$ cat src/design/pff_pkg.sv
// Shared types and constants for the pixel format fan-out block.
// Used by pff_front, pff_cell and pixel_format_fanout_with_palette.
`timescale 1ns / 1ps
`default_nettype none
package pff_pkg;

    localparam int PALETTE_DEPTH = 256;
    localparam int MAX_WIDTH     = 8192;
    localparam int IDX_W         = 8;
    localparam int COL_W         = $clog2(MAX_WIDTH);
    localparam int CFG_W         = 14;

    localparam logic CFG_IMAGE_WIDTH = 1'b0;
    localparam logic CFG_HAS_ALPHA   = 1'b1;

    localparam logic [CFG_W-1:0] WIDTH_RESET = CFG_W'(1920);

    typedef struct packed {
        logic [7:0] red;
        logic [7:0] green;
        logic [7:0] blue;
        logic [7:0] alpha_in;
    } pix_in_t;

    typedef struct packed {
        logic [31:0] rgba_word;
        logic [7:0]  palette_index;
        logic        palette_overflow;
        logic [7:0]  luma;
        logic        chroma_valid;
        logic [7:0]  chroma_blue;
        logic [7:0]  chroma_red;
    } pix_out_t;

    // Word travelling along the palette chain.
    typedef struct packed {
        logic             valid;
        logic             found;
        logic [IDX_W-1:0] idx;
        logic [31:0]      word;
        logic [7:0]       luma;
        logic             cv;
        logic [7:0]       cb;
        logic [7:0]       cr;
    } chain_t;

    // pos - neg + 0.5, floored, saturated to 0..255.
    function automatic logic [7:0] fix_to_byte(input logic [24:0] pos,
                                               input logic [24:0] neg);
        logic [24:0] p;
        logic [24:0] d;
        p = pos + 25'd32768;
        d = p - neg;
        if (p <= neg)
            return 8'd0;
        else if (d[24:16] > 9'd255)
            return 8'd255;
        else
            return d[23:16];
    endfunction

endpackage
`default_nettype wire

$ cat src/design/pff_cell.sv
// One palette cell: holds one entry, matches or claims it, and passes the word on.
// Depends on pff_pkg.
`timescale 1ns / 1ps
`default_nettype none
module pff_cell (
    input  wire logic                      clk,
    input  wire logic                      rst_n,
    input  wire logic                      advance,
    input  wire logic [pff_pkg::IDX_W-1:0] cell_index,
    input  wire pff_pkg::chain_t           prev,
    output pff_pkg::chain_t                next
);

    logic            occ_reg;
    logic            occ_next;
    logic [31:0]     entry_reg;
    pff_pkg::chain_t stage_reg;
    pff_pkg::chain_t stage_next;

    // Words reach a cell in arrival order, so the first unmatched word to find
    // an empty cell takes it, just as the palette is appended in order.
    always_comb
    begin
        stage_next = prev;
        occ_next   = occ_reg;
        if (prev.valid && !prev.found)
        begin
            if (occ_reg && entry_reg == prev.word)
            begin
                stage_next.found = 1'b1;
                stage_next.idx   = cell_index;
            end
            else if (!occ_reg)
            begin
                occ_next         = 1'b1;
                stage_next.found = 1'b1;
                stage_next.idx   = cell_index;
            end
        end
    end

    always_ff @(posedge clk or negedge rst_n)
    begin
        if (!rst_n)
        begin
            occ_reg   <= 1'b0;
            stage_reg <= '0;
        end
        else if (advance)
        begin
            occ_reg   <= occ_next;
            stage_reg <= stage_next;
        end
    end

    always_ff @(posedge clk)
    begin
        if (advance && !occ_reg && occ_next)
            entry_reg <= prev.word;
    end

    assign next = stage_reg;

endmodule
`default_nettype wire

$ cat config.mk
export PLATFORM = sky130hd
export DESIGN_NAME = pff_cell
export DESIGN_NICKNAME = d
export VERILOG_FILES = /design/src/design/pff_pkg.sv /design/src/design/pff_cell.sv
export SDC_FILE = /design/constraint.sdc
export NUM_CORES = 1
export LEC_CHECK = 0
export BUFFER_PORTS_ARGS = -buffer_cell sky130_fd_sc_hd__buf_2
export CORE_MARGIN = 3
export CORE_UTILIZATION = 37
export DETAILED_ROUTE_END_ITERATION = 10
export MAX_ROUTING_LAYER = met4
export RECOVER_POWER = 25
export REMOVE_ABC_BUFFERS = 1
export SLEW_MARGIN = 0
export SYNTH_ARGS = -nofsm -noshare
export SYNTH_HDL_FRONTEND = slang
export SYNTH_SLANG_ARGS = --single-unit
$ cat constraint.sdc
create_clock -name clk -period 2.7 [get_ports clk]
set_input_delay 0.135 -clock clk [delete_from_list [all_inputs] [get_ports clk]]
set_output_delay 0.135 -clock clk [all_outputs]
set_load 0.005 [all_outputs]
==> flow_summary.yaml, run 1 <==
status:
  status: "finished, violations left"
  violations: "capacitance limit, slew limit"
synthesis:
  synth_compound_area_share_pct: 4.59
  synth-xor-area-share_pct: 7.00
  ys_types: 21
  syn_avg_cell_area_um2: 15.8
  synth_top_family_by_area: "multiplexers"
  ys_seq_area_share_pct: 66.5
  synthMuxAreaShare_pct: 16.3
  syn-cell-area_um2: 4010
  yosys.area_share.simple_pct: 4.50
  syn_inst: 254
  yosysWarningCount: 0
  ys_seq_elements: 100
  synth_fa_ha_area_share_pct: 0
cts:
  clk_latency_ps: 350
  cts_buffers: 9
  h-tree-depth: 3
  cts_root_buffer: "clkbuf_8"
  clkTransAtPathRegs_ps: 100
  cts_tree: "built"
  cts_buffer_depth: 2
  cts_num_sinks: 100
  cts_resized: 0
worst_hold_path:
  hold_path_class: "in2reg"
placed_design:
  place_congestion: 0.682
  port_buffers: 144
  hpwl_mm: 5.89
worst_setup_path:
  start_kind: "input pin"
  worstSetupPathType: "in2reg"
  cp-end-kind: "flip-flop"
  arrival_ps: 2070
  cp_max_fo: 8
  required_ps: 2930
sta:
  slew_viol_final: 69
  maxSlewHeadroom_pct: -9.40
  hold_violations: 0
  setup_viol: 0
  worstMarginPinSlew_ps: 1640
  rsz0062_at_grt: "no"
  post-route-min-period_ps: 1840
  hold-worst-slack_ps: 16.8
  finalClockSkew_ps: 13.0
  post-route-period-util_pct: 68.1
  fmax_mhz: 544
pwr:
  peakVddDrop_mv: 0.279
  leakage_nw: 2.27
  powerDensity_nw_per_um2: 551
  finalPower_w: 0.00299
detailed_routing:
  wirelength_mm: 8.33
  drc: 0
  first_iter_violations: 92
  vias_per_cell: 4.63
  wl_per_cell_um: 14.3
  first_pass_iters: 4
  vias: 2690
  postRouteAntennaNets: 0
finish:
  drive_gt1_share_pct: 46.5
  finalNetCount: 518
  antennaDiodeCount: 0
  utilization_pct: 52.0
  syn_to_final_growth_pct: 35.2
  largest_register_ff_count: 67
global_route:
  antenna_found_initial: 0
  grt_max_degree: 69
  grt.total_usage_pct: 14.9
  grt_pass1_vias: 2775
  grt_remaining_overflow: 0
  grt_pass1_wl_mm: 13.6
floorplan:
  core_um2: 10400
  rows: 37
  start_util_pct: 38.5
  io_pins: 145
  die_area_um2: 12100
  fp.dieH_um: 110
  die_w_um: 110
run:
  max_cap_viol_count: 1
## synth_stat cells, drive strengths merged
library cell   n  area share, %
nor2          17            1.6
buf            9            1.0
edfxtp        32             24
nor2b          1           0.16
xnor2         32            7.0
a41oi          1           0.69
o21ai          2           0.25
dfrtp         68             42
nor4           2            1.1
inv            1          0.094
nand2b         1           0.16
mux2          57             16
nand4          8            1.2
o221a          8            2.2
a21oi          8            1.0
mux2i          1           0.25
nand2          3           0.28
clkbuf         1          0.094
a21boi         1           0.19
a21o           1           0.22
## cells in the final DEF, fill, tap and decap left out, drive strengths merged
cell         Yosys  layout
mux2i            1       1
a21o             1       1
nor2b            1       1
xnor2           32      32
a21boi           1       1
a21oi            8       8
nand4            8       8
nand2            3       3
clkinv           0       2
mux2            57      57
o221a            8       8
clkinvlp         0       2
buf              9     131
clkbuf           1      29
edfxtp          32      32
nand2b           1       1
a41oi            1       1
nor2            17      17
nor4             2       2
dlygate4sd3      0      37
dfrtp           68      68
o21ai            2       2
inv              1       1
## cell families after synthesis
| family | count (synthesis) |
|---|---|
| buf+inv | 11 |
| compound gates | 21 |
| simple gates | 32 |
| mux | 58 |
| flops | 100 |
| xor+xnor | 32 |
## layer usage
| layer | wire, µm | part of all wire [%] | track usage, % | up-vias |
|---|---|---|---|---|
| met5 | 0 | 0 | - | - |
| met4 | 102 | 1.2 | 5.08 | 0 |
| met3 | 576 | 6.9 | 3.20 | 9 |
| met2 | 3910 | 47 | 23.1 | 98 |
| met1 | 3750 | 45 | 19.4 | 1296 |
| li1 | - | - | - | 1287 |
## stage by stage
stage               cell area [µm²]  TNS [ps]  instances  setup WS, ps
detailed placement             4920         0        528           919
global placement               4920         0        528           937
CTS                            5420         0        578           837
finish                         5420         0        581           862
global route                   5420         0        581           503
floorplan                      3960      -527        244         -65.9
## area by class of cell
| cell class | instances | area (µm²) |
|---|---|---|
| repair buffers | 185 | 1110 |
| clock buffers | 12 | 135 |
| multi-input cells | 143 | 1300 |
| flip-flops and latches | 100 | 2660 |
| well taps | 136 | 170 |
| inverters | 1 | 3.75 |
| fillers | 929 | 5000 |
| clock inverters | 4 | 28.8 |
## worst max-delay path: stages
cell and delay (ps):
dlygate4sd3_1 540, buf_2 140, xnor2_1 160, nand4_1 160
nor4_4 410, a41oi_4 240, o221a_1 290
## final timing paths
check	start	to	slack [ps]	depth (start not counted)
min	prev[9]	next[9]	20	2
max reg2reg	entry_reg[10]	next[61]	950	5
min in group asynchronous	rst_n	next[5]	820	3
max	prev[35]	next[61]	860	7
min reg2reg	next[55]	next[55]	500	1
max in group asynchronous	rst_n	next[64]	900	3
## where the power goes
part	internal (W)	total, W	leakage, nW	switching [W]
Clock	0.000337	0.000825	0.0766	0.000488
Sequential	0.00167	0.00172	1.08	0.0000513
Combinational	0.000256	0.000441	1.12	0.000185
Total	0.00226	0.00299	2.27	0.000724
## timing repair
action	CTS	global route
endpoints found under the hold margin	101	3
buffers inserted	0	0
hold buffers	34	3
Power figures use the tool's default switching activity.
==> inputs of run 2 (changes only) <==
==> constraint.sdc (replaced) <==
create_clock -name clk -period 1.7 [get_ports clk]
set_input_delay 0.085 -clock clk [delete_from_list [all_inputs] [get_ports clk]]
set_output_delay 0.085 -clock clk [all_outputs]
set_load 0.005 [all_outputs]
==> run 2 against run 1 <==
  * The run ends with setup timing left
  * Non-clock buffer count is 40 higher
  * Utilization rose by 4.1 points
  * Clock power increased by 77%
  * First-iteration DRC count is 8.7% higher
  * Design area up 7.9%
  * Clock skew increased by 4.0 ps
  * Combinational power rose by 79%
  * Hold slack better by 4.8 ps
  * Critical endpoint is now next[63]
==> flow_summary.yaml, run 2 (same netlist as run 1, synthesis figures left out) <==
floorplan:
  die_area_um2: 12100
  io_pins: 145
  rows: 37
  core_um2: 10400
  fp.dieH_um: 110
  start_util_pct: 38.5
  die_w_um: 110
sta:
  rsz0062_at_grt: "yes"
  post-route-period-util_pct: 104
  finalClockSkew_ps: 17.0
  maxSlewHeadroom_pct: 38.2
  worst_slack_ps: -66.5
  worstMarginPinSlew_ps: 927
  slew_viol_final: 0
  hold_violations: 0
  post-route-min-period_ps: 1770
  setup_viol: 8
  fmax_mhz: 566
global_route:
  grt.total_usage_pct: 16.2
  grt_remaining_overflow: 0
  grt_pass1_vias: 3119
  antenna_found_initial: 0
  grt_max_degree: 69
  grt_pass1_wl_mm: 14.8
finish:
  fillers: 876
  finalInstanceArea_um2: 5850
  drive_gt1_share_pct: 44.5
  final_cells: 621
  finalNetCount: 558
  antennaDiodeCount: 0
  syn_to_final_growth_pct: 45.9
  final_common_cell: "buf_2"
  largest_register_ff_count: 67
  final_cell_mix: "buf_2, dlygate4sd3_1, dfrtp_1"
run:
  max_cap_viol_count: 0
pwr:
  leakage_nw: 2.47
  seqPwrFrac_pct: 54.9
  p_sw_w: 0.00129
  p_int_w: 0.00369
  p_clk_share_pct: 29.3
  peakVddDrop_mv: 0.389
  powerDensity_nw_per_um2: 851
  comb_power_share_pct: 15.8
  swShare_pct: 25.9
  finalPower_w: 0.00498
worst_setup_path:
  required_ps: 1950
  arrival_ps: 2020
  worstSetupPathType: "reg2reg"
  critical_path.cell_chain: "xnor2_1, nand4_1, nor4_4, a41oi_4, o221a_1"
  cp-end-kind: "flip-flop"
  cp_max_fo: 8
  slowest_stage: "nor4_4"
  slowest_delay_ps: 410
  start_kind: "flip-flop"
placed_design:
  port_buffers: 144
  place_congestion: 0.671
  dp_cells: 530
  dp_slack_ps: -95.4
  hpwl_mm: 5.92
  place_area_um2: 4930
status:
  violations: "setup timing"
  status: "finished, violations left"
detailed_routing:
  wirelength_mm: 9.19
  vias: 2919
  drc: 0
  wl_met3_um: 625
  wl_per_cell_um: 14.8
  first_iter_violations: 100
  highest_layer: "met4"
  met2_length_mm: 4.39
  postRouteAntennaNets: 0
  wl_met1_mm: 4.08
  first_pass_iters: 4
  vias_per_cell: 4.70
worst_hold_path:
  hold_path_class: "in2reg"
cts:
  h-tree-depth: 3
  cts_root_buffer: "clkbuf_8"
  cts_buffers: 9
  cts_tree: "built"
  cts_num_sinks: 100
  cts_buffer_depth: 2
  clk_latency_ps: 360
  clkTransAtPathRegs_ps: 100
[run 2: cell count changes in the layout (fill, tap and decap cells not counted)]
cell	delta
buf_2	+4
buf_4	+2
clkbuf_1	-7
clkbuf_2	-1
clkbuf_4	+1
clkinv_2	-1
clkinv_4	+1
clkinvlp_4	-1
dlygate4sd3_1	+38
inv_6	+2
inv_8	+2
[run 2: power by group through the flow]
stage	Combinational (W)	Sequential [W]	Clock [W]
finish	0.000788	0.00273	0.00146
global route	0.000873	0.00275	0.00160
CTS	0.000797	0.00273	0.00151
detailed placement	0.000662	0.00278	0
global placement	0.000652	0.00277	0
floorplan	0.000238	0.00280	0
[run 2: timing repair]
item / in CTS / in global routing
pin swaps: 0 / 3
endpoints found under the hold margin: 159 / 2
setup buffers: 0 / 0
setup endpoints to repair: 8 / 8
resized for setup: 0 / 0
hold buffers: 73 / 2
[run 2: worst paths after layout]
| path | depth (start not counted) | slack [ps] | end | start |
|---|---|---|---|---|
| hold / removal | 2 | 20 | next[41] | prev[41] |
| min in group asynchronous | 3 | 500 | next[6] | rst_n |
| setup reg to reg | 5 | -70 | next[63] | entry_reg[22] |
| max in group asynchronous | 3 | 600 | next[53] | rst_n |
| hold reg to reg | 1 | 510 | next[54] | next[54] |
| setup / recovery | 5 | -70 | next[63] | entry_reg[22] |
[run 2: area by class of cell]
cell class / count / area (µm²) / area share, %
flip-flops and latches: 100 / 2660 / 45.5
multi-input cells: 143 / 1300 / 22.3
clock buffers: 9 / 124 / 2.12
clock inverters: 7 / 65.1 / 1.11
well taps: 136 / 170 / 2.91
repair buffers: 225 / 1520 / 25.9
inverters: 1 / 3.75 / 0.0642
[run 2: critical path: cells and delay by family, from the launching register on]
kind | cells | cell delay, ps
XOR/XNOR | 1 | 160
AND/OR/NAND/NOR | 2 | 580
flip-flops | 1 | 390
AO/OA/AOI/OAI | 2 | 530
[run 2: through the flow]
stage / utilization (%) / TNS [ps] / hold slack [ps]
2_1_floorplan: - / -37560 / -211
5_1_grt: 56.1 / -1750 / 2.42
3_5_place_dp: 47.4 / -703 / 138
4_1_cts: 56.2 / -776 / 1.23
6_report: 56.1 / -439 / 21.7
3_3_place_gp: 47.4 / -637 / 137
[run 2: layer usage]
layer,GRT usage [%],up-vias
met5,-,-
met4,4.63,0
met3,4.19,7
met2,25.5,106
met1,20.9,1435
li1,-,1371
==> inputs of run 3 (changes only) <==
--- a/config.mk
+++ b/config.mk
@@ -7,7 +7,7 @@
 export LEC_CHECK = 0
 export BUFFER_PORTS_ARGS = -buffer_cell sky130_fd_sc_hd__buf_2
 export CORE_MARGIN = 3
-export CORE_UTILIZATION = 37
+export CORE_UTILIZATION = 35
 export DETAILED_ROUTE_END_ITERATION = 10
 export MAX_ROUTING_LAYER = met4
 export RECOVER_POWER = 25
==> run 3 against run 2 <==
  * The flow still finishes with violations (setup timing)
  * Sequential power barely moved
  * Sequential share of layout area grew 0.13 points
  * Design area shrank 0.28%
  * Clock skew is 11 ps lower
  * Utilization shrank 3.3 points
  * Flip-flop and latch count unchanged
  * Critical path depth did not move
  * Count of clock-buffer cells in the layout up 1
  * Hold slack about the same
  * Largest cell class unchanged
  * Highest routed layer unchanged
==> flow_summary.yaml, run 3 (same netlist as run 1, synthesis figures left out) <==
sta:
  worst_slack_ps: -84.9
  worstMarginPinSlew_ps: 938
  fin_setup_tns_ps: -595
  post-route-period-util_pct: 105
  fmax_mhz: 560
  setup_viol: 8
  hold-worst-slack_ps: 21.8
  maxSlewHeadroom_pct: 37.5
  post-route-min-period_ps: 1780
  finalClockSkew_ps: 6.32
  hold_violations: 0
  rsz0062_at_grt: "yes"
  slew_viol_final: 0
finish:
  multi_input_area_um2: 1300
  syn_to_final_growth_pct: 45.5
  final_common_cell: "buf_2"
  utilization_pct: 52.8
  finalNetCount: 544
  antennaDiodeCount: 0
  largest_register_ff_count: 67
  drive_gt1_share_pct: 45.9
  final_cell_mix: "buf_2, dfrtp_1, dlygate4sd3_1"
  seqCellArea_um2: 2660
  final_cells: 611
  fillers: 955
pwr:
  peakVddDrop_mv: 0.622
  seqPwrFrac_pct: 48.2
  swShare_pct: 22.0
  powerDensity_nw_per_um2: 974
  comb_power_share_pct: 13.3
  leakage_nw: 2.47
  p_int_w: 0.00443
  p_sw_w: 0.00125
  p_clk_share_pct: 38.6
worst_setup_path:
  cp_max_fo: 8
  slowest_delay_ps: 420
  critical_path.cell_chain: "xnor2_1, nand4_1, nor4_4, a41oi_4, o221a_1"
  slowest_stage: "nor4_4"
  arrival_ps: 2000
  worstSetupPathType: "reg2reg"
  cp-end-kind: "flip-flop"
  path_buf_inv: 0
  start_kind: "flip-flop"
  required_ps: 1920
  path_delay_family: "simple AND/OR/NAND/NOR gates"
run:
  max_cap_viol_count: 0
detailed_routing:
  first_pass_iters: 4
  postRouteAntennaNets: 0
  highest_layer: "met4"
  vias_per_cell: 4.64
  vias: 2837
  wl_per_cell_um: 14.6
  met2_length_mm: 4.27
  wirelength_mm: 8.93
  wl_met3_um: 628
  drc: 0
  first_iter_violations: 172
  wl_met1_mm: 3.95
placed_design:
  dp_cells: 535
  port_buffers: 144
  place_congestion: 0.720
  hpwl_mm: 6.16
cts:
  cts_buffer_depth: 2
  cts_root_buffer: "clkbuf_16"
  clk_latency_ps: 340
  cts_buffers: 9
  cts_num_sinks: 100
  h-tree-depth: 3
  cts_tree: "built"
  clkTransAtPathRegs_ps: 60
  post_cts_buffers: 0
status:
  status: "finished, violations left"
  violations: "setup timing"
floorplan:
  start_util_pct: 36.3
  fp.dieH_um: 113
  rows: 38
  die_area_um2: 12800
  die_w_um: 113
  io_pins: 145
  core_um2: 11000
global_route:
  grt_pass1_vias: 3023
  grt_remaining_overflow: 0
  grt.total_usage_pct: 15.1
  antenna_found_initial: 0
  grt_max_degree: 69
  grt_pass1_wl_mm: 14.9
worst_hold_path:
  hold_path_class: "in2reg"
==> run 3: cell type report <==
cell class	instances	share of cell area, %
multi-input cells	143	22.4
well taps	140	3.00
inverters	1	0.0644
repair buffers	211	23.3
flip-flops and latches	100	45.7
clock buffers	10	4.10
clock inverters	6	1.46
==> run 3: what timing repair did <==
item,4_1_cts,5_1_grt
endpoints found under the setup margin,8,9
hold buffers,60,0
gates resized for setup,0,1
gates cloned,0,0
hold endpoints to repair,127,0
pin swaps,12,2
==> run 3: final timing paths <==
| check | start | to | slack, ps | cells after the start |
|---|---|---|---|---|
| worst min register to register | next[9] | next[9] | 500 | 1 |
| worst min-delay path | prev[44] | next[44] | 20 | 2 |
| worst max-delay path | entry_reg[2] | next[61] | -80 | 5 |
| min in group asynchronous | rst_n | next[19] | 510 | 3 |
| max in group asynchronous | rst_n | next[50] | 550 | 3 |
| worst max register to register | entry_reg[2] | next[61] | -80 | 5 |
==> run 3: metal layers <==
| layer | vias up | track usage, % |
|---|---|---|
| met5 | - | - |
| li1 | 1348 | - |
| met3 | 6 | 4.60 |
| met2 | 118 | 22.9 |
| met1 | 1365 | 19.5 |
| met4 | 0 | 4.89 |
==> run 3: power by group through the flow <==
stage	sequential [W]	clock, W	combinational, W
2_1_floorplan	0.00280	0	0.000238
3_3_place_gp	0.00278	0	0.000651
3_5_place_dp	0.00278	0	0.000669
4_1_cts	0.00274	0.00228	0.000777
5_1_grt	0.00276	0.00236	0.000836
6_report	0.00274	0.00219	0.000754
==> run 3: per-stage QoR <==
step	area, µm²	setup slack, ps	power (W)
global route	5830	-211	0.00595
global placement	4930	-34.6	0.00343
floorplan	3960	-1020	0.00303
detailed placement	4930	-129	0.00345
finish	5830	-84.9	0.00568
CTS	5860	-96.7	0.00579
