$ cat config.mk
export PLATFORM = sky130hd
export DESIGN_NAME = pff_front
export DESIGN_NICKNAME = d
export VERILOG_FILES = /design/src/design/pff_pkg.sv /design/src/design/pff_front.sv
export SDC_FILE = /design/constraint.sdc
export NUM_CORES = 1
export LEC_CHECK = 0
export ABC_AREA = 1
export ABC_CLOCK_PERIOD_IN_PS = 3100
export BUFFER_PORTS_ARGS = -buffer_cell sky130_fd_sc_hd__buf_4
export CORE_UTILIZATION = 30
export DETAILED_ROUTE_END_ITERATION = 12
export PLACE_DENSITY_LB_ADDON = 0.08
export SLEW_MARGIN = 20
export SYNTH_ARGS = -nofsm -noshare
export SYNTH_HDL_FRONTEND = slang
export SYNTH_SLANG_ARGS = --single-unit
$ cat constraint.sdc
create_clock -name clk -period 3.1 [get_ports clk]
set_input_delay 0.155 -clock clk [delete_from_list [all_inputs] [get_ports clk]]
set_output_delay 0.155 -clock clk [all_outputs]
set_load 0.05 [all_outputs]
$ cat src/design/pff_pkg.sv
// Shared types and constants for the pixel format fan-out block.
// Used by pff_front, pff_cell and pixel_format_fanout_with_palette.
`timescale 1ns / 1ps
`default_nettype none
package pff_pkg;

    localparam int PALETTE_DEPTH = 256;
    localparam int MAX_WIDTH     = 8192;
    localparam int IDX_W         = 8;
    localparam int COL_W         = $clog2(MAX_WIDTH);
    localparam int CFG_W         = 14;

    localparam logic CFG_IMAGE_WIDTH = 1'b0;
    localparam logic CFG_HAS_ALPHA   = 1'b1;

    localparam logic [CFG_W-1:0] WIDTH_RESET = CFG_W'(1920);

    typedef struct packed {
        logic [7:0] red;
        logic [7:0] green;
        logic [7:0] blue;
        logic [7:0] alpha_in;
    } pix_in_t;

    typedef struct packed {
        logic [31:0] rgba_word;
        logic [7:0]  palette_index;
        logic        palette_overflow;
        logic [7:0]  luma;
        logic        chroma_valid;
        logic [7:0]  chroma_blue;
        logic [7:0]  chroma_red;
    } pix_out_t;

    // Word travelling along the palette chain.
    typedef struct packed {
        logic             valid;
        logic             found;
        logic [IDX_W-1:0] idx;
        logic [31:0]      word;
        logic [7:0]       luma;
        logic             cv;
        logic [7:0]       cb;
        logic [7:0]       cr;
    } chain_t;

    // pos - neg + 0.5, floored, saturated to 0..255.
    function automatic logic [7:0] fix_to_byte(input logic [24:0] pos,
                                               input logic [24:0] neg);
        logic [24:0] p;
        logic [24:0] d;
        p = pos + 25'd32768;
        d = p - neg;
        if (p <= neg)
            return 8'd0;
        else if (d[24:16] > 9'd255)
            return 8'd255;
        else
            return d[23:16];
    endfunction

endpackage
`default_nettype wire

$ cat src/design/pff_front.sv
// Entry stage: packs the word, computes BT.601 Y/Cb/Cr and tracks raster position.
// Depends on pff_pkg.
`timescale 1ns / 1ps
`default_nettype none
module pff_front (
    input  wire logic                   clk,
    input  wire logic                   rst_n,
    input  wire logic                   cfg_wr_en,
    input  wire logic                   cfg_index,
    input  wire logic [pff_pkg::CFG_W-1:0] cfg_data,
    input  wire logic                   advance,
    input  wire logic                   in_valid,
    input  wire pff_pkg::pix_in_t       in_data,
    output pff_pkg::chain_t             head
);

    logic [pff_pkg::CFG_W-1:0] width_reg;
    logic                      alpha_reg;
    logic [pff_pkg::COL_W-1:0] col_reg;
    logic [pff_pkg::COL_W-1:0] col_next;
    logic                      row_odd_reg;
    logic                      row_odd_next;
    logic [pff_pkg::CFG_W-1:0] eff_width;
    logic [pff_pkg::CFG_W:0]   col_inc;
    pff_pkg::chain_t           head_reg;
    pff_pkg::chain_t           head_next;
    logic [24:0]               r;
    logic [24:0]               g;
    logic [24:0]               b;

    always_comb
    begin
        r = 25'(in_data.red);
        g = 25'(in_data.green);
        b = 25'(in_data.blue);
        if (width_reg < pff_pkg::CFG_W'(2))
            eff_width = pff_pkg::CFG_W'(2);
        else if (width_reg > pff_pkg::CFG_W'(pff_pkg::MAX_WIDTH))
            eff_width = pff_pkg::CFG_W'(pff_pkg::MAX_WIDTH);
        else
            eff_width = width_reg;
        col_inc      = (pff_pkg::CFG_W+1)'(col_reg) + 1'b1;
        col_next     = col_inc[pff_pkg::COL_W-1:0];
        row_odd_next = row_odd_reg;
        if (col_inc >= (pff_pkg::CFG_W+1)'(eff_width))
        begin
            col_next     = '0;
            row_odd_next = ~row_odd_reg;
        end

        head_next.valid = in_valid;
        head_next.found = 1'b0;
        head_next.idx   = '0;
        head_next.word  = {alpha_reg ? in_data.alpha_in : 8'hFF,
                           in_data.blue, in_data.green, in_data.red};
        head_next.luma  = pff_pkg::fix_to_byte(25'd19595 * r + 25'd38470 * g
                                               + 25'd7471 * b, 25'd0);
        head_next.cv    = ~col_reg[0] & ~row_odd_reg;
        head_next.cb    = 8'd0;
        head_next.cr    = 8'd0;
        if (head_next.cv)
        begin
            head_next.cb = pff_pkg::fix_to_byte(25'(128 << 16) + 25'd32768 * b,
                                                25'd11058 * r + 25'd21710 * g);
            head_next.cr = pff_pkg::fix_to_byte(25'(128 << 16) + 25'd32768 * r,
                                                25'd27439 * g + 25'd5329 * b);
        end
    end

    always_ff @(posedge clk or negedge rst_n)
    begin
        if (!rst_n)
        begin
            width_reg   <= pff_pkg::WIDTH_RESET;
            alpha_reg   <= 1'b0;
            col_reg     <= '0;
            row_odd_reg <= 1'b0;
            head_reg    <= '0;
        end
        else
        begin
            if (cfg_wr_en)
            begin
                if (cfg_index == pff_pkg::CFG_IMAGE_WIDTH)
                    width_reg <= cfg_data;
                else
                    alpha_reg <= cfg_data[0];
            end
            if (advance)
            begin
                head_reg <= head_next;
                if (in_valid)
                begin
                    col_reg     <= col_next;
                    row_odd_reg <= row_odd_next;
                end
            end
        end
    end

    assign head = head_reg;

endmodule
`default_nettype wire

==> flow_summary.ini, run 1 <==
[clocking]
cts_tree = yes
numCtsBuffers = 9
root_buffer = clkbuf_16
clk_pin_slew_ns = 0.07
cts_max_level = 3
clk_latency_ns = 0.40
clockBufferDepth = 2
cts_sinks = 87

[min_path]
hold_end = width_reg[9]
hp-start = cfg_data[9]
hold_path_depth = 3
hold_path.class = primary input to flop

[synth]
netlist_area_um2 = 20800
ys_top_cells_by_count = inv_1 (577), nand2_1 (522), ha_1 (412)
synth_area_leaders = ha_1 (25%), fa_1 (24%), inv_1 (10%), dfrtp_1 (10%), nand2_1 (9.4%)
async_flop_share = 1.000
ys.flop_type = dfrtp_1
syn_area_per_cell_um2 = 8.005
synth_top_area_frac = 0.2479
synth-seq-cells = 87
yosys.cell_types.count = 53
synth_top_cell_by_area = ha_1
synth_edf_count = 0
seq_area_frac_synth = 0.1049
synth_most_common_cell = inv_1
synthCells = 2598
yosysWarnings = 0

[layout]
n_antenna_cell = 0
synthToLayoutAreaGrowth_pct = 42.41
largest_reg_flops = 58
layout.nets = 4057
drive_above_1_share = 0.3222

[floorplanning]
std_cell_rows = 96
start_util = 0.3032
die_area_um2 = 70380
num_io_pins = 119
core_area_um2 = 68590
die_h_um = 265.3
die_x_um = 265.3

[drt]
drtAntennaViolNets = 0
drc_errors = 0
drtIter0Drc = 647
vias = 19160
dr.pass1.iters = 5
routed_wl_um = 73110
routedWlPerCell_um = 17.07
via_per_inst = 4.473

[worst_setup_path]
required_ns = 3.36
crit_path_start_kind = primary input
path_max_fanout = 8
reg2reg_slack_ns = 0.13
r2r_start = col_reg[2]
worst_r2r_endpoint = col_reg[12]
worstSetupPathType = primary input to flop
r2r_cells = 20
crit_family = adder cells
cp.arrival_ns = 6.53
cp_slowest_cell = fa_1
critPathBufInv = 7
slowest_delay_ns = 0.54
endpoint_kind = flop
crit_cells = 36

[outcome]
status = finished with violations
violations = negative setup slack

[sta]
fin_crit_ns = 6.265
skew_ns = 0.03297
worst_slack_ns = -3.165
setup_viol = 24
hold_viol = 0
relSlewSlack = 0.4139
drv_slew = 0
max_freq_mhz = 159.6
worst_pin_slew_ns = 0.8792
hold_ws_ns = 0.03253
rsz0062_at_grt = yes
fin_crit_sh = 2.021

[global_routing]
grt_overflow = 0
antenna_found_initial = 3
grt_pass1_wl_um = 115200
use_met1 = 0.2958
grt_pass1_vias = 20280
busiest_layer = met2
use_met3 = 0.01426
grt_max_degree = 49
grt.total_usage = 0.2123
met2_usage = 0.3621

[placed_design]
place_congestion = 0.8747
dp_hpwl_um = 64470
port_buffers = 109

[flow_run]
maxCapViolations = 0
-- worst min-delay path, stage by stage --
cell	delay [ns]
buf_4	0.11
nor2_1	0.09
a21oi_1	0.05
-- routing by layer --
| metal | vias up | share of wire |
|---|---|---|
| met5 | - | 0 |
| met4 | 0 | 0.014 |
| met2 | 174 | 0.48 |
| met1 | 9251 | 0.49 |
| li1 | 9689 | - |
| met3 | 42 | 0.020 |
-- stage by stage --
step / instances / TNS (ns) / setup slack [ns] / cell area, µm² / util
after floorplan: 2606 / -66.04 / -2.965 / 21140 / -
after global placement: 4203 / -87.19 / -4.008 / 27380 / 0.3992
after detailed placement: 4203 / -86.90 / -3.944 / 27380 / 0.3992
after CTS: 4260 / -70.57 / -3.108 / 28490 / 0.4155
after global routing: 4283 / -78.07 / -3.406 / 29620 / 0.4318
final: 4283 / -71.39 / -3.165 / 29620 / 0.4318
-- worst max-delay path by stage --
stage / startpoint / endpoint / slack (ns)
after global routing: in_data[21] / head[8] / -3.41
after floorplan: in_data[21] / head[23] / -2.97
after detailed placement: in_data[21] / head[8] / -3.94
final: in_data[21] / head[10] / -3.17
after global placement: in_data[21] / head[8] / -4.01
after CTS: in_data[21] / head[10] / -3.11
-- repair_timing --
| item | 4_1_cts | 5_1_grt |
|---|---|---|
| hold endpoints to repair | 62 | 0 |
| setup endpoints to repair | 32 | 37 |
| hold buffers | 20 | 0 |
| resized for setup | 99 | 198 |
| pin swaps | 69 | 135 |
| setup buffers | 23 | 25 |
-- cell type report --
| cell class | instances | area, µm² |
|---|---|---|
| sequential | 87 | 2182 |
| inverter | 584 | 2202 |
| fill | 6994 | 38970 |
| tap | 931 | 1165 |
| clock inverter | 6 | 52.55 |
| timing repair buffer | 751 | 5791 |
| multi-input combinational | 1914 | 17980 |
| clock buffer | 10 | 239.0 |
-- cells by family (layout without fill, tap and decap cells) --
family / after synthesis / after routing / synth area share
mux: 9 / 9 / 0.004873
fa+ha+maj: 658 / 658 / 0.4847
compound gates: 284 / 284 / 0.07665
simple gates: 861 / 861 / 0.1787
xor+xnor: 93 / 93 / 0.03917
buf+inv: 605 / 1351 / 0.1108
flops: 87 / 87 / 0.1049
other cells: 1 / 9 / 0.0001803
-- cells in the final DEF, fill, tap and decap left out, types with 6 or more instances in the layout --
| cell | instances |
|---|---|
| fa_1 | 236 |
| nor2_2 | 15 |
| buf_6 | 14 |
| nor3_2 | 9 |
| xnor2_1 | 18 |
| nand2_1 | 471 |
| a21oi_2 | 30 |
| o211ai_1 | 6 |
| dlygate4sd3_1 | 20 |
| inv_1 | 548 |
| xor2_1 | 54 |
| nand3_2 | 15 |
| buf_4 | 713 |
| o21ai_2 | 12 |
| a21o_1 | 7 |
| nor2_4 | 10 |
| nor2_1 | 107 |
| inv_2 | 32 |
| nand2_4 | 10 |
| a21oi_4 | 9 |
| nand2_2 | 61 |
| nand4_1 | 34 |
| xor2_2 | 13 |
| ha_4 | 48 |
| clkbuf_16 | 9 |
| nand3_1 | 75 |
| conb_1 | 9 |
| nor3_1 | 14 |
| o22a_1 | 8 |
| ha_1 | 363 |
| o21ai_0 | 51 |
| o21ai_1 | 20 |
| nand3b_1 | 14 |
| a21oi_1 | 101 |
| fa_2 | 10 |
| dfrtp_1 | 83 |
| mux2_2 | 9 |
Power of run 1 is left out: the tool's default activity adds up to more than one toggle a clock period on the data nets, which glitch-free logic cannot reach.
==> run 2, diff against run 1 <==
--- a/config.mk
+++ b/config.mk
@@ -7,5 +7,5 @@
 export LEC_CHECK = 0
 export ABC_AREA = 1
-export ABC_CLOCK_PERIOD_IN_PS = 3100
+export ABC_CLOCK_PERIOD_IN_PS = 6100
 export BUFFER_PORTS_ARGS = -buffer_cell sky130_fd_sc_hd__buf_4
 export CORE_UTILIZATION = 30
==> constraint.sdc (replaced) <==
create_clock -name clk -period 6.1 [get_ports clk]
set_input_delay 1.22 -clock clk [delete_from_list [all_inputs] [get_ports clk]]
set_output_delay 1.22 -clock clk [all_outputs]
set_load 0.05 [all_outputs]
==> flow_summary.ini, run 2 (same netlist as run 1, synthesis figures left out) <==
[outcome]
status = finished with violations
violations = negative setup slack

[sta]
rsz0062_at_grt = yes
relSlewSlack = 0.3940
worst_pin_slew_ns = 0.9026
max_freq_mhz = 138.6
worst_slack_ns = -1.117
hold_viol = 0
skew_ns = 0.01557
finalSetupTns_ns = -24.45
setup_viol = 24
hold_ws_ns = 0.4774
fin_crit_sh = 1.183
drv_slew = 0
fin_crit_ns = 7.217

[worst_setup_path]
crit_path_start_kind = primary input
cp_slowest_cell = fa_1
worstSetupPathType = primary input to flop
cp.arrival_ns = 7.48
critPathBufInv = 6
path_max_fanout = 8
slowest_delay_ns = 0.54
crit_family = adder cells
endpoint_kind = flop
required_ns = 6.37
reg2reg_slack_ns = 2.40
worst_path_most_repeated_cell = nand2_1

[layout]
synthToLayoutAreaGrowth_pct = 39.47
largest_reg_flops = 58
mostFrequentLayoutCell = buf_4
layout_common_cells = buf_4 (675), inv_1 (552), nand2_1 (477)
num-fill-cells = 6984
layout.nets = 3994
utilization = 0.4229
drive_above_1_share = 0.3071

[global_routing]
grt.total_usage = 0.2113
grt_overflow = 0
grt_pass1_wl_um = 113300
antenna_found_initial = 3
grt_max_degree = 75
grt_pass1_vias = 19980

[clocking]
clockBufferDepth = 2
clk_pin_slew_ns = 0.06
postCtsHoldBufs = 0
cts_sinks = 87
numCtsBuffers = 9
clk_latency_ns = 0.39
root_buffer = clkbuf_16
cts_tree = yes
cts_max_level = 3

[drt]
routed_wl_um = 72380
vias = 18830
via_per_inst = 4.462
drtIter0Drc = 726
drtAntennaViolNets = 0
drc_errors = 0
routedWlPerCell_um = 17.15
dr.pass1.iters = 5

[flow_run]
maxCapViolations = 0

[floorplanning]
num_io_pins = 119
die_area_um2 = 70380
die_x_um = 265.3
core_area_um2 = 68590
die_h_um = 265.3
std_cell_rows = 96
start_util = 0.3032

[placed_design]
place_congestion = 0.8848
port_buffers = 109
dp_hpwl_um = 64460
preCtsSetupSlack_ns = -2.010

[min_path]
hold_path.class = flop to flop
-- run 2: cell count changes in the layout (fill, tap and decap cells not counted), moves of 6 or more --
cell / change
buf_4: -38
dlygate4sd3_1: -20
buf_6: -9
nand2_1: +6
nand2_2: -6
xor2_2: -6
-- run 2: what timing repair did --
item                                    CTS  global route
gates resized for setup                 121           137
setup buffers                            30            10
pin swaps                                96            92
endpoints found under the setup margin   24            24
endpoints found under the hold margin     0             0
-- run 2: routing by layer --
layer	up-vias	wire [µm]	GRT usage
met1	8956	35150	0.2942
li1	9567	-	-
met3	54	2042	0.02000
met4	2	1392	0.05155
met2	253	33780	0.3504
met5	-	13	0
-- run 2: cell type report --
type                       count  area, µm²  area share
tap                          931       1165     0.04016
multi-input combinational   1914      17860      0.6156
clock inverter                 5      62.56    0.002157
antenna                        1      2.502  0.00008627
clock buffer                  11      252.7    0.008714
timing repair buffer         688       5284      0.1822
sequential                    87       2182     0.07523
inverter                     584       2200     0.07583
-- run 2: final timing paths --
kind / startpoint / end / cells past startpoint
worst max-delay path: in_data[21] / head[12] / 37
worst min-delay path: head[1] / head[1] / 2
worst max register to register: col_reg[0] / col_reg[10] / 17
worst min register to register: head[1] / head[1] / 2
max in group asynchronous: rst_n / head[53] / 2
min in group asynchronous: rst_n / head[30] / 1
-- run 2: tightest hold or removal path, delay by kind of cell, from the launching register on --
| family | cells | cell delay, ns |
|---|---|---|
| flip-flops | 1 | 0.35 |
| AND/OR/NAND/NOR | 2 | 0.11 |
-- run 2: through the flow --
step                cells  area [µm²]
floorplan            2606       21140
global placement     4166       27110
detailed placement   4166       27110
CTS                  4212       28290
global route         4221       29010
finish               4221       29010
Power of run 2 is left out for the same reason.
==> run 3, diff against run 2 <==
Settings changed: HOLD_SLACK_MARGIN from default to 0.12, PLACE_DENSITY_LB_ADDON 0.08 to default.
==> flow_summary.ini, run 3 (same netlist as run 1, synthesis figures left out) <==
[sta]
max_freq_mhz = 138.9
fin_crit_sh = 1.180
relSlewSlack = 0.3528
drv_slew = 0
fin_crit_ns = 7.200
worst_pin_slew_ns = 0.9708
setup_viol = 24
hold_ws_ns = 0.4788
rsz0062_at_grt = yes
skew_ns = 0.01590
hold_viol = 0
worst_slack_ns = -1.100

[global_routing]
grt.total_usage = 0.1892
grt_pass1_vias = 19340
met2_usage = 0.3308
grt_max_degree = 48
use_met1 = 0.2528
grt_pass1_wl_um = 103900
use_met3 = 0.01324
busiest_layer = met2
grt_overflow = 0
antenna_found_initial = 0

[floorplanning]
die_area_um2 = 70380
die_x_um = 265.3
core_area_um2 = 68590
start_util = 0.3032
std_cell_rows = 96
die_h_um = 265.3
num_io_pins = 119

[layout]
mostFrequentLayoutCell = buf_4
layout.nets = 3936
synthToLayoutAreaGrowth_pct = 33.97
instances_no_fill = 4163
drive_above_1_share = 0.2693
largest_reg_flops = 58
layout_common_cells = buf_4 (621), inv_1 (555), nand2_1 (496)

[drt]
drtIter0Drc = 1022
dr.pass1.iters = 5
routed_wl_um = 64390
via_per_inst = 4.512
drtAntennaViolNets = 0
drc_errors = 0
routedWlPerCell_um = 15.47
vias = 18780

[clocking]
clockBufferDepth = 2
clk_latency_ns = 0.37
root_buffer = clkbuf_16
cts_sinks = 87
cts_max_level = 3
cts_tree = yes
clk_pin_slew_ns = 0.07
numCtsBuffers = 9
postCtsHoldBufs = 0

[placed_design]
place_congestion = 0.9432
port_buffers = 109
dp.cells = 4111
dp_hpwl_um = 56510

[worst_setup_path]
worst_r2r_endpoint = col_reg[9]
required_ns = 6.35
cp_slowest_cell = fa_1
endpoint_kind = flop
crit_family = adder cells
path_max_fanout = 8
crit_path_start_kind = primary input
r2r_start = col_reg[0]
startpoint = in_data[21]
slowest_delay_ns = 0.54
cp-endpoint = head[1]
r2r_cells = 17
cp.arrival_ns = 7.45
crit_cells = 33
critPathBufInv = 10
reg2reg_slack_ns = 2.38
worstSetupPathType = primary input to flop

[min_path]
hold_path.class = flop to flop

[outcome]
violations = negative setup slack
status = finished with violations

[flow_run]
maxCapViolations = 0
run 3: cell count changes in the layout (fill, tap and decap cells not counted), sizes merged:
| cell | delta |
|---|---|
| buf | -58 |
| bufinv | -1 |
| clkbuf | -2 |
| clkinv | +1 |
| clkinvlp | -1 |
| inv | +3 |
run 3: routing by layer:
layer	up-vias	wire length (µm)	share of wire
met5	-	0	0
met4	0	1352	0.021
met3	49	2375	0.037
met2	309	31200	0.48
met1	8948	29470	0.46
li1	9476	-	-
run 3: worst min path at each step:
| stage | start | end | slack [ns] | depth (start not counted) |
|---|---|---|---|---|
| after global placement | head[66] | head[66] | 0.46 | 2 |
| after floorplan | row_odd_reg | row_odd_reg | 0.45 | 1 |
| final | head[29] | head[29] | 0.48 | 2 |
| after detailed placement | head[29] | head[29] | 0.46 | 2 |
| after global routing | head[66] | head[66] | 0.49 | 2 |
| after CTS | head[29] | head[29] | 0.48 | 2 |
run 3: through the flow:
| step | cell area, µm² | setup TNS, ns | utilization | worst slack [ns] |
|---|---|---|---|---|
| 2_1_floorplan | 21140 | -19.60 | - | -1.030 |
| 3_3_place_gp | 26660 | -33.00 | 0.3887 | -1.506 |
| 3_5_place_dp | 26660 | -34.25 | 0.3887 | -1.555 |
| 4_1_cts | 27570 | -21.42 | 0.4019 | -0.9614 |
| 5_1_grt | 27860 | -31.25 | 0.4062 | -1.409 |
| 6_report | 27860 | -23.22 | 0.4062 | -1.100 |
run 3: timing repair:
| item | CTS | global route |
|---|---|---|
| endpoints found under the setup margin | 24 | 24 |
| gates resized for setup | 84 | 54 |
| buffers inserted | 24 | 11 |
| pin swaps | 73 | 48 |
run 3: final cells by class:
cell class	count	area, µm²
clock inverter	7	61.31
sequential	87	2182
tap	931	1165
clock buffer	9	225.2
multi-input combinational	1914	17250
antenna	1	2.502
inverter	584	2200
fill	6945	40720
timing repair buffer	630	4781
run 3: worst reg2reg max path, cell delays in order (launching register included):
cell and delay (ns):
dfrtp_1 0.40, inv_1 0.08, nor3_1 0.41, nand4_1 0.22, nor3_1 0.30, nand2_1 0.14, nor2_1 0.14, xor2_1 0.21
inv_1 0.07, ha_1 0.30, nand2_1 0.09, nor2_1 0.06, nand2_1 0.07, o211a_1 0.13, nand3_1 0.09, nor2_1 0.44
inv_1 0.27, o21ai_0 0.22
Power of run 3 is left out for the same reason.
